$ cat config.mk
export PLATFORM = sky130hd
export DESIGN_NAME = rlm_ctrl
export DESIGN_NICKNAME = d
export VERILOG_FILES = /design/src/hw/rtl/rlm_pkg.sv /design/src/hw/rtl/rlm_ctrl.sv
export VERILOG_INCLUDE_DIRS = /design/src /design/src/hw/rtl
export SDC_FILE = /design/constraint.sdc
export NUM_CORES = 1
export LEC_CHECK = 0
export ABC_AREA = 1
export CAP_MARGIN = 25
export CORE_AREA = 2 2 39 41
export CTS_CLUSTER_SIZE = 28
export DETAILED_ROUTE_END_ITERATION = 8
export DIE_AREA = 0 0 41 43
export DONT_BUFFER_PORTS = 1
export GPL_TIMING_DRIVEN = 0
export PLACE_DENSITY = 0.42
export SLEW_MARGIN = 15
export SYNTH_ARGS = -nofsm -noshare
export SYNTH_HDL_FRONTEND = slang
export SYNTH_SLANG_ARGS = --single-unit
$ cat constraint.sdc
create_clock -name clk_i -period 1.3 [get_ports clk_i]
set_input_delay 0.065 -clock clk_i [delete_from_list [all_inputs] [get_ports clk_i]]
set_output_delay 0.065 -clock clk_i [all_outputs]
set_load 0.05 [all_outputs]
$ cat src/hw/rtl/rgb_led_matrix_scan_controller_macros.svh
// assertion macros used by the scan controller state machine (rlm_ctrl)
// expects clk_i and rst_ni in the scope of the module that uses them
`ifndef RGB_LED_MATRIX_SCAN_CONTROLLER_MACROS_SVH
`define RGB_LED_MATRIX_SCAN_CONTROLLER_MACROS_SVH

// checked outside reset only
`define RLM_ASSERT(lbl, prop, msg) \
  lbl: assert property (@(posedge clk_i) disable iff (!rst_ni) prop) else $error(msg);

// checked at every edge, reset included
`define RLM_ASSERT_ALWAYS(lbl, prop, msg) \
  lbl: assert property (@(posedge clk_i) prop) else $error(msg);

`endif

$ cat src/hw/rtl/rlm_pkg.sv
// shared constants, action codes and controller/datapath interface types
// no dependencies
package rlm_pkg;

  // default panel geometry
  localparam int HALF_ROWS_DEF = 32;
  localparam int COLUMNS_DEF   = 64;

  // fixed field widths
  localparam int COORD_W    = 8;
  localparam int COLOR_W    = 3;
  localparam int ROW_ADDR_W = 5;

  // action codes
  localparam logic ACT_WRITE = 1'b0;
  localparam logic ACT_TICK  = 1'b1;

  // controller to datapath
  typedef struct packed {
    logic clear_step;
    logic write_en;
    logic read_en;
    logic step_column;
    logic next_row;
    logic show_latch;
  } cmd_t;

  // datapath to controller
  typedef struct packed {
    logic clear_last;
    logic end_of_row;
  } status_t;

endpackage

$ cat src/hw/rtl/rlm_ctrl.sv
// scan controller state machine: clearing pass, item intake, result sequencing
// depends on rlm_pkg and the assertion macro header
`include "rgb_led_matrix_scan_controller_macros.svh"
module rlm_ctrl (
  input  logic             clk_i,
  input  logic             rst_ni,
  input  logic             in_valid_i,
  output logic             in_ready_o,
  input  logic             action_i,
  output logic             out_valid_o,
  input  logic             out_ready_i,
  output rlm_pkg::cmd_t    cmd_o,
  input  rlm_pkg::status_t status_i
);
  import rlm_pkg::*;

  typedef enum logic [1:0] {
    ST_CLEAR,
    ST_IDLE,
    ST_SHIFT,
    ST_LATCH
  } state_e;

  state_e state_q, state_d;

  // handshake follows the state
  assign in_ready_o  = (state_q == ST_IDLE);
  assign out_valid_o = (state_q == ST_SHIFT) || (state_q == ST_LATCH);

  // commands and next state
  always_comb begin
    state_d = state_q;
    cmd_o   = '0;
    case (state_q)
      ST_CLEAR: begin
        cmd_o.clear_step = 1'b1;
        if (status_i.clear_last) begin
          state_d = ST_IDLE;
        end
      end
      ST_IDLE: begin
        if (in_valid_i) begin
          if (action_i == ACT_TICK) begin
            cmd_o.read_en = 1'b1;
            state_d       = ST_SHIFT;
          end else begin
            cmd_o.write_en = 1'b1;
          end
        end
      end
      ST_SHIFT: begin
        if (out_ready_i) begin
          if (status_i.end_of_row) begin
            state_d = ST_LATCH;
          end else begin
            cmd_o.step_column = 1'b1;
            state_d           = ST_IDLE;
          end
        end
      end
      ST_LATCH: begin
        cmd_o.show_latch = 1'b1;
        if (out_ready_i) begin
          cmd_o.next_row = 1'b1;
          state_d        = ST_IDLE;
        end
      end
      default: begin
        state_d = ST_IDLE;
      end
    endcase
  end

  always_ff @(posedge clk_i or negedge rst_ni) begin
    if (!rst_ni) begin
      state_q <= ST_CLEAR;
    end else begin
      state_q <= state_d;
    end
  end

  // checks
  `RLM_ASSERT(a_ready_valid_excl, !(in_ready_o && out_valid_o), "ready while result pending")
  `RLM_ASSERT(a_no_intake_in_clear, (state_q == ST_CLEAR) |-> !in_ready_o, "item taken during clear")
  `RLM_ASSERT(a_tick_gives_result, (in_valid_i && in_ready_o && action_i == ACT_TICK) |=> (out_valid_o && !cmd_o.show_latch), "tick without shift result")
  `RLM_ASSERT(a_latch_after_row, (state_q == ST_SHIFT && out_ready_i && status_i.end_of_row) |=> (state_q == ST_LATCH), "end of row without latch")
  `RLM_ASSERT(a_latch_origin, $rose(cmd_o.show_latch) |-> ($past(state_q) == ST_SHIFT && $past(status_i.end_of_row)), "latch result out of place")

endmodule

* Yosys cells after proc, flatten, opt, wreduce, memory -nomap -nowiden
Index checks and enable logic that the tools add are counted.
** Storage, ports and cells
- Bits of input ports :: 7
- Register bits :: 2
- Output and inout port bits :: 8
- Word-level logic and storage cells :: 29
** Operators by class
- Muxes and demuxes :: 17
- Equality and inequality tests :: 8
- Reduce and logical (&&, ||, !) cells :: 3
** Operators by type and width (count)
- $mux W2 :: 9
- $ne A2 B2 Y1 const B :: 4
- $pmux W2 S4 :: 1
- $mux W1 :: 7
- $reduce_and A5 Y1 :: 1
- $eq A2 B2 Y1 const B :: 2
- $eq A2 B1 Y1 const B :: 1
- $logic_not A2 Y1 :: 1
- $ne A2 B1 Y1 const B :: 1
- $logic_or A1 B1 Y1 :: 1

* Logic depth before layout (Yosys ltp)
Gate-level depths: netlist (run 1).
- Word-level depth :: 3
- Depth in mapped cells :: 7
- Gate-level depth less buffers :: 7

* Worst setup path after synthesis (run 1)
No wires, ideal clock.
- Kind :: flip-flop to output port
- From :: reg state_q[1]
- To :: out cmd_o[4] in the netlist's numbering
- Setup slack :: -1.003 ns
- Path buffers :: 0
- Arrival time :: 2.238 ns
- Required time :: 1.235 ns
- Stages on the path, launching flop included :: 5
- Cells stage by stage :: dfrtp_1 > inv_1 > ha_1 > inv_2 > nor3b_1
** RTL lines
- start, declared :: RTL line rlm_ctrl.sv:24 : state_e state_q, state_d;
- start signal, assigned :: RTL line rlm_ctrl.sv:78 : state_q <= state_d;
- end, declared :: RTL line rlm_ctrl.sv:12 : output rlm_pkg::cmd_t cmd_o,

==> qor.yml, run 1 <==
hp-class: "in -> async"
crit_top_cell: "buf_6"
antenna_found_initial: 0
synth_async_sr_flop_share_pct: 100.0
clk_pin_slew_ns: 0.03
cts_sinks: 2
top_regs: "state_q x2"
clock_latency_ns: 0.22
rsz0062_at_grt: "true"
power.switching_w: 0.0007022
synth_cell_types: 12
start_util_pct: 17.54
period_needed_ns: 1.563
top_register: "state_q"
slowest_delay_ns: 0.38
die_w_um: 41
syn_area_per_cell_um2: 6.743
ios: 15
critical_path_class: "reg -> out"
core_area_mm2: 0.001384
drt_iter0_markers: 0
clock_power_share_pct: 10.0
powerDensity_mw_per_mm2: 2625
syn_area_um2: 242.7
p_sw_share_pct: 52.40
drtPass1Iterations: 1
die_area_mm2: 0.001763
worst_pin_slew_ns: 0.5598
drive_gt1_share_pct: 67.35
diodes: 0
syn_to_final_growth_pct: 110.3
crit_arrival_ns: 1.50
largest_reg_flops: 2
place.gp.congestion: 0.6253
r2r-end: "state_q[1]$_DFFE_PN0P_"
gr-total-overflow: 0
grt_usage_pct: 8.325
synth-seq-area-share_pct: 20.62
cellLeakagePower_nw: 0.2300
irDropWorstVdd_v: 0.0007403
hold_viol_final: 0
p_int_w: 0.0006379
violations: "setup timing"
yosys-top-cells-area: "ha_1 26%, dfrtp_1 21%, nand2_1 15%"
cts_tree: "yes"
r2r-start: "state_q[1]$_DFFE_PN0P_"
multiInputGateArea_um2: 276.5
grt_max_degree: 6
clock-root-buffer: "clkbuf_4"
status: "finished, violations left"
routedWlPerCell_um: 10.35
slew_violations: 0
yosysMostFrequentCell: "nand2_1"
cp.required_ns: 1.24
cts.path.max_buffers: 2
synth_nets: 48
synth_top_area_share_pct: 25.77
holdWs_ns: 0.07602
synth_seq_cells: 2
synth_ff_type: "dfrtp_1"
fill_cells: 153
combPwrFrac_pct: 80.6
ys_warn_count: 0
clock_skew_ns: 0.001572
synthCells: 36
wirelength_um: 673
htree_levels: 1
ant_nets: 0
dp_hpwl_um: 398.2
ff2ff_path_depth: 10
seqPwrFrac_pct: 9.5
cp_max_fo: 4
cp-start-kind: "register"
io_buffers: 0
nNetsFinal: 63
r2r_slack_ns: -0.19
seqCellArea_um2: 51.30
crit_path_start: "state_q[1]$_DFFE_PN0P_"
crit_path_cell_trace: "buf_4 -> buf_6 -> buf_6 -> ha_4 -> nand2_4 -> clkinvlp_4"
drc_errors: 0
cp_slowest_cell: "dfrtp_1"
grt_pass1_wl_um: 945
setup_viol: 7
synth.largest_area_cell: "ha_1"
fin_setup_tns_ns: -1.355
timing.fmax_ghz: 0.6399
grt_pass1_vias: 268
ys_top_cells_by_count: "10 x nand2_1, 7 x inv_1, 5 x ha_1, 5 x nor2_1, 2 x dfrtp_1"
endpoint: "cmd_o[1]"
via_per_inst: 4.077
fin_crit_sh_pct: 120.2
synth_edf_count: 0
slew_headroom_pct: 62.64
cts_buffers: 3
drv_cap: 0
fp.dieH_um: 43
num_vias: 265
rows: 14
end_kind: "primary output"
timing.final.ws_setup_ns: -0.2628
## worst min path at each step
stage,endpoint,from,cells past startpoint
after floorplan,state_q[0]$_DFFE_PN0P_,rst_ni,0
after global placement,state_q[0]$_DFFE_PN0P_,rst_ni,0
after detailed placement,state_q[0]$_DFFE_PN0P_,rst_ni,0
after CTS,state_q[1]$_DFFE_PN0P_,rst_ni,1
after global routing,state_q[0]$_DFFE_PN0P_,rst_ni,1
final,state_q[1]$_DFFE_PN0P_,rst_ni,1
## metrics by stage
stage	util (%)	area [um2]	power (W)	cells	setup WS, ns
after global routing	36.89	510.5	0.001427	65	-0.3128
final	36.89	510.5	0.001340	65	-0.2628
after floorplan	-	276.5	0.0007323	36	-0.1181
after CTS	32.64	451.7	0.001206	62	-0.2631
after global placement	21.43	296.5	0.0007914	52	-0.1950
after detailed placement	21.43	296.5	0.0007901	52	-0.1878
## final cells by class
cell class	count	share of cell area [%]
Clock buffer	3	4.412
Inverter	8	8.578
Multi-Input combinational cell	26	54.17
Sequential cell	2	10.05
Tap cell	16	3.922
Timing Repair Buffer	10	18.87
## power by group through the flow
stage                     Sequential [W]  Combinational [W]  Clock (W)
after floorplan                 0.000126           0.000606          0
after detailed placement        0.000134           0.000656          0
after CTS                       0.000138           0.000921   0.000147
final                           0.000127            0.00108   0.000134
after global routing            0.000130            0.00115   0.000148
after global placement          0.000135           0.000656          0
## cell usage in the layout (no fill, tap or decap), types with 2 or more instances in the layout
master	Yosys	final
nand2_1	10	7
ha_4	0	4
buf_6	0	5
inv_4	0	2
clkbuf_4	0	3
buf_4	0	4
nand2_2	0	2
nor2_4	0	3
inv_1	7	3
## kinds of logic (layout without fill, tap and decap cells)
group / Yosys count / count (layout) / synth area share, %
flip-flops: 2 / 2 / 20.62
AO/OA/AOI/OAI: 2 / 2 / 6.188
buffers and inverters: 8 / 21 / 12.37
AND/OR/NAND/NOR: 19 / 19 / 35.06
adder cells (fa/ha/maj): 5 / 5 / 25.77
## worst max-delay path: cells and delay by family (launching register included)
family / cells / cell delay, ns
fa+ha+maj: 1 / 0.23
buf+inv: 4 / 0.59
flops: 1 / 0.38
simple gates: 1 / 0.09
## metal layers
| metal | up-vias | wire length, um | GRT usage, % | part of all wire (%) |
|---|---|---|---|---|
| li1 | 138 | - | - | - |
| met1 | 118 | 252 | 7.372 | 37 |
| met2 | 9 | 391 | 14.06 | 58 |
| met3 | 0 | 30 | 3.141 | 4.5 |
| met4 | 0 | 0 | 6.000 | 0 |
| met5 | - | 0 | 0 | 0 |
## what timing repair did
item                                    CTS  global route
pin swaps                                11            10
hold buffers                              1             0
endpoints found under the setup margin    7             7
setup buffers                             6             3
endpoints found under the hold margin     2             0
resized for setup                        17            12
No activity file was read; power rests on OpenSTA's default activity.
==> inputs of run 2 (changes only) <==
--- a/constraint.sdc
+++ b/constraint.sdc
@@ -3,2 +3,2 @@
 set_output_delay 0.065 -clock clk_i [all_outputs]
-set_load 0.05 [all_outputs]
+set_load 0.1 [all_outputs]
==> run 2 against run 1 <==
The flow still finishes with violations (setup timing); sequential cell count stayed put; routed wire length is 10% lower; register-to-register slack hardly changed; sequential share of layout area is 0.12 points higher; non-clock buffer count is 1 lower; die area stayed put; maximum frequency is 23% lower; clock-buffer cell count stayed put; global-route usage is 0.61 points higher; final area is 1.2% lower; via count stayed put.
==> qor.yml, run 2 (synthesized netlist as in run 1, its figures left out) <==
status: "finished, violations left"
violations: "setup timing"
place.gp.congestion: 0.6048  # -3.3%
crit_arrival_ns: 1.96  # +0.46 ns
clock-root-buffer: "clkbuf_4"
cp.required_ns: 1.24  # about the same
fill_cells: 133  # -13%
core_area_mm2: 0.001384  # unchanged
slew_headroom_pct: 30.36  # -32 points
cp_max_fo: 3  # -1
multiInputGateArea_um2: 286.5  # +3.6%
timing.final.ws_setup_ns: -0.7274  # -0.4646 ns
critical_path_class: "reg -> out"
routedWlPerCell_um: 9.438  # -8.9%
gr-total-overflow: 0  # unchanged
rsz0062_at_grt: "true"
top_register: "state_q"
hold_viol_final: 0  # unchanged
cp-start-kind: "register"
r2r-end: "state_q[1]$_DFFE_PN0P_"
fp.dieH_um: 43  # unchanged
grt_pass1_vias: 278  # +3.7%
cp_slowest_cell: "nor3b_4"
final_common_cell: "nand2_1"
ios: 15  # unchanged
die_area_mm2: 0.001763  # unchanged
crit_path_cell_trace: "inv_2 -> ha_4 -> inv_4 -> nor3b_4"
largest_reg_flops: 2  # unchanged
slowest_delay_ns: 0.85  # +0.47 ns
ant_nets: 0  # unchanged
period_needed_ns: 2.027  # +0.4646 ns
antenna_found_initial: 0  # unchanged
syn_to_final_growth_pct: 107.7
hp-class: "in -> async"
drv_cap: 0  # unchanged
dp_hpwl_um: 420.6  # +5.6%
diodes: 0  # unchanged
grt_max_degree: 5  # -1
io_buffers: 0  # unchanged
nNetsFinal: 62  # -1.6%
start_util_pct: 17.54  # unchanged
seqCellArea_um2: 51.30  # unchanged
r2r-start: "state_q[0]$_DFFE_PN0P_"
wirelength_um: 604  # -10%
grt_pass1_wl_um: 1021  # +8.0%
cts.path.max_buffers: 2  # unchanged
worst_pin_slew_ns: 1.044  # +0.4838 ns
clk_pin_slew_ns: 0.03  # about the same
num_vias: 265  # unchanged
cts_buffers: 3  # unchanged
clock_latency_ns: 0.22  # about the same
drtPass1Iterations: 3  # +2
grt_usage_pct: 8.936  # +0.61 points
final_cell_mix: "7 x nand2_1, 5 x buf_4, 4 x ha_4"
cts_sinks: 2  # unchanged
place_ws_ns: -0.5993  # -0.4115 ns
die_w_um: 41  # unchanged
clock_skew_ns: 0.002258  # +0.0006852 ns
top_regs: "state_q x2"
endpoint: "cmd_o[4]"
drc_errors: 0  # unchanged
via_per_inst: 4.141  # +1.6%
htree_levels: 1  # unchanged
slew_violations: 0  # unchanged
cts_tree: "yes"
stdcell_count: 64  # -1.5%
fin_crit_sh_pct: 156.0  # +36 points
drt_iter0_markers: 5  # +5
fin_setup_tns_ns: -2.939  # -1.585 ns
end_kind: "primary output"
crit_path_start: "state_q[1]$_DFFE_PN0P_"
dp.cells: 52  # unchanged
setup_viol: 8  # +1
timing.fmax_ghz: 0.4932  # -23%
rows: 14  # unchanged
drive_gt1_share_pct: 68.75  # +1.4 points
r2r_slack_ns: -0.18  # about the same
ff2ff_path_depth: 9  # -1
run 2: changes by cell type in the layout (fill, tap and decap cells not counted):
cell | previous run | this run
buf_6 | 5 | 3
nand2_4 | 1 | 3
nand2_2 | 2 | 0
inv_1 | 3 | 2
inv_2 | 1 | 2
buf_4 | 4 | 5
inv_6 | 1 | 0
clkinvlp_4 | 1 | 2
run 2: worst max-delay path, delay by kind of cell (launching register included):
family        cells  cell delay (ns)
fa+ha+maj         1             0.35
buf+inv           2             0.15
simple gates      1             0.85
flops             1             0.38
run 2: cell type report:
class,count,area share (%)
clock buffer,3,4.466
inverter,8,8.437
multi-input combinational,26,56.82
sequential,2,10.17
tap,16,3.970
timing repair buffer,9,16.13
run 2: per-stage QoR:
step | cell area (um2) | utilization [%] | hold slack (ns)
floorplan | 291.5 | - | -0.2306
global placement | 311.5 | 22.51 | -0.2305
detailed placement | 311.5 | 22.51 | -0.2305
CTS | 475.5 | 34.36 | 0.06688
global route | 504.2 | 36.44 | 0.06200
finish | 504.2 | 36.44 | 0.07706
run 2: what timing repair did:
item,in CTS,in global routing
hold buffers,1,0
pin swaps,7,5
resized for setup,19,5
endpoints found under the setup margin,9,9
hold endpoints to repair,2,0
buffers inserted,7,1
run 2: worst min path at each step:
stage / from / endpoint / slack (ns)
2_1_floorplan: rst_ni / state_q[0]$_DFFE_PN0P_ / -0.23
3_3_place_gp: rst_ni / state_q[0]$_DFFE_PN0P_ / -0.23
3_5_place_dp: rst_ni / state_q[0]$_DFFE_PN0P_ / -0.23
4_1_cts: rst_ni / state_q[0]$_DFFE_PN0P_ / 0.07
5_1_grt: rst_ni / state_q[1]$_DFFE_PN0P_ / 0.06
6_report: rst_ni / state_q[1]$_DFFE_PN0P_ / 0.08
run 2: metal layers:
metal / up-vias / wire, um / GRT usage, %
li1: 132 / - / -
met1: 123 / 262 / 8.360
met2: 10 / 299 / 14.06
met5: - / 0 / 0
met3: 0 / 42 / 4.712
met4: 0 / 0 / 6.000
Power of run 2 is left out: the tool's default activity adds up to more than one toggle a clock period on the data nets, which glitch-free logic cannot reach.
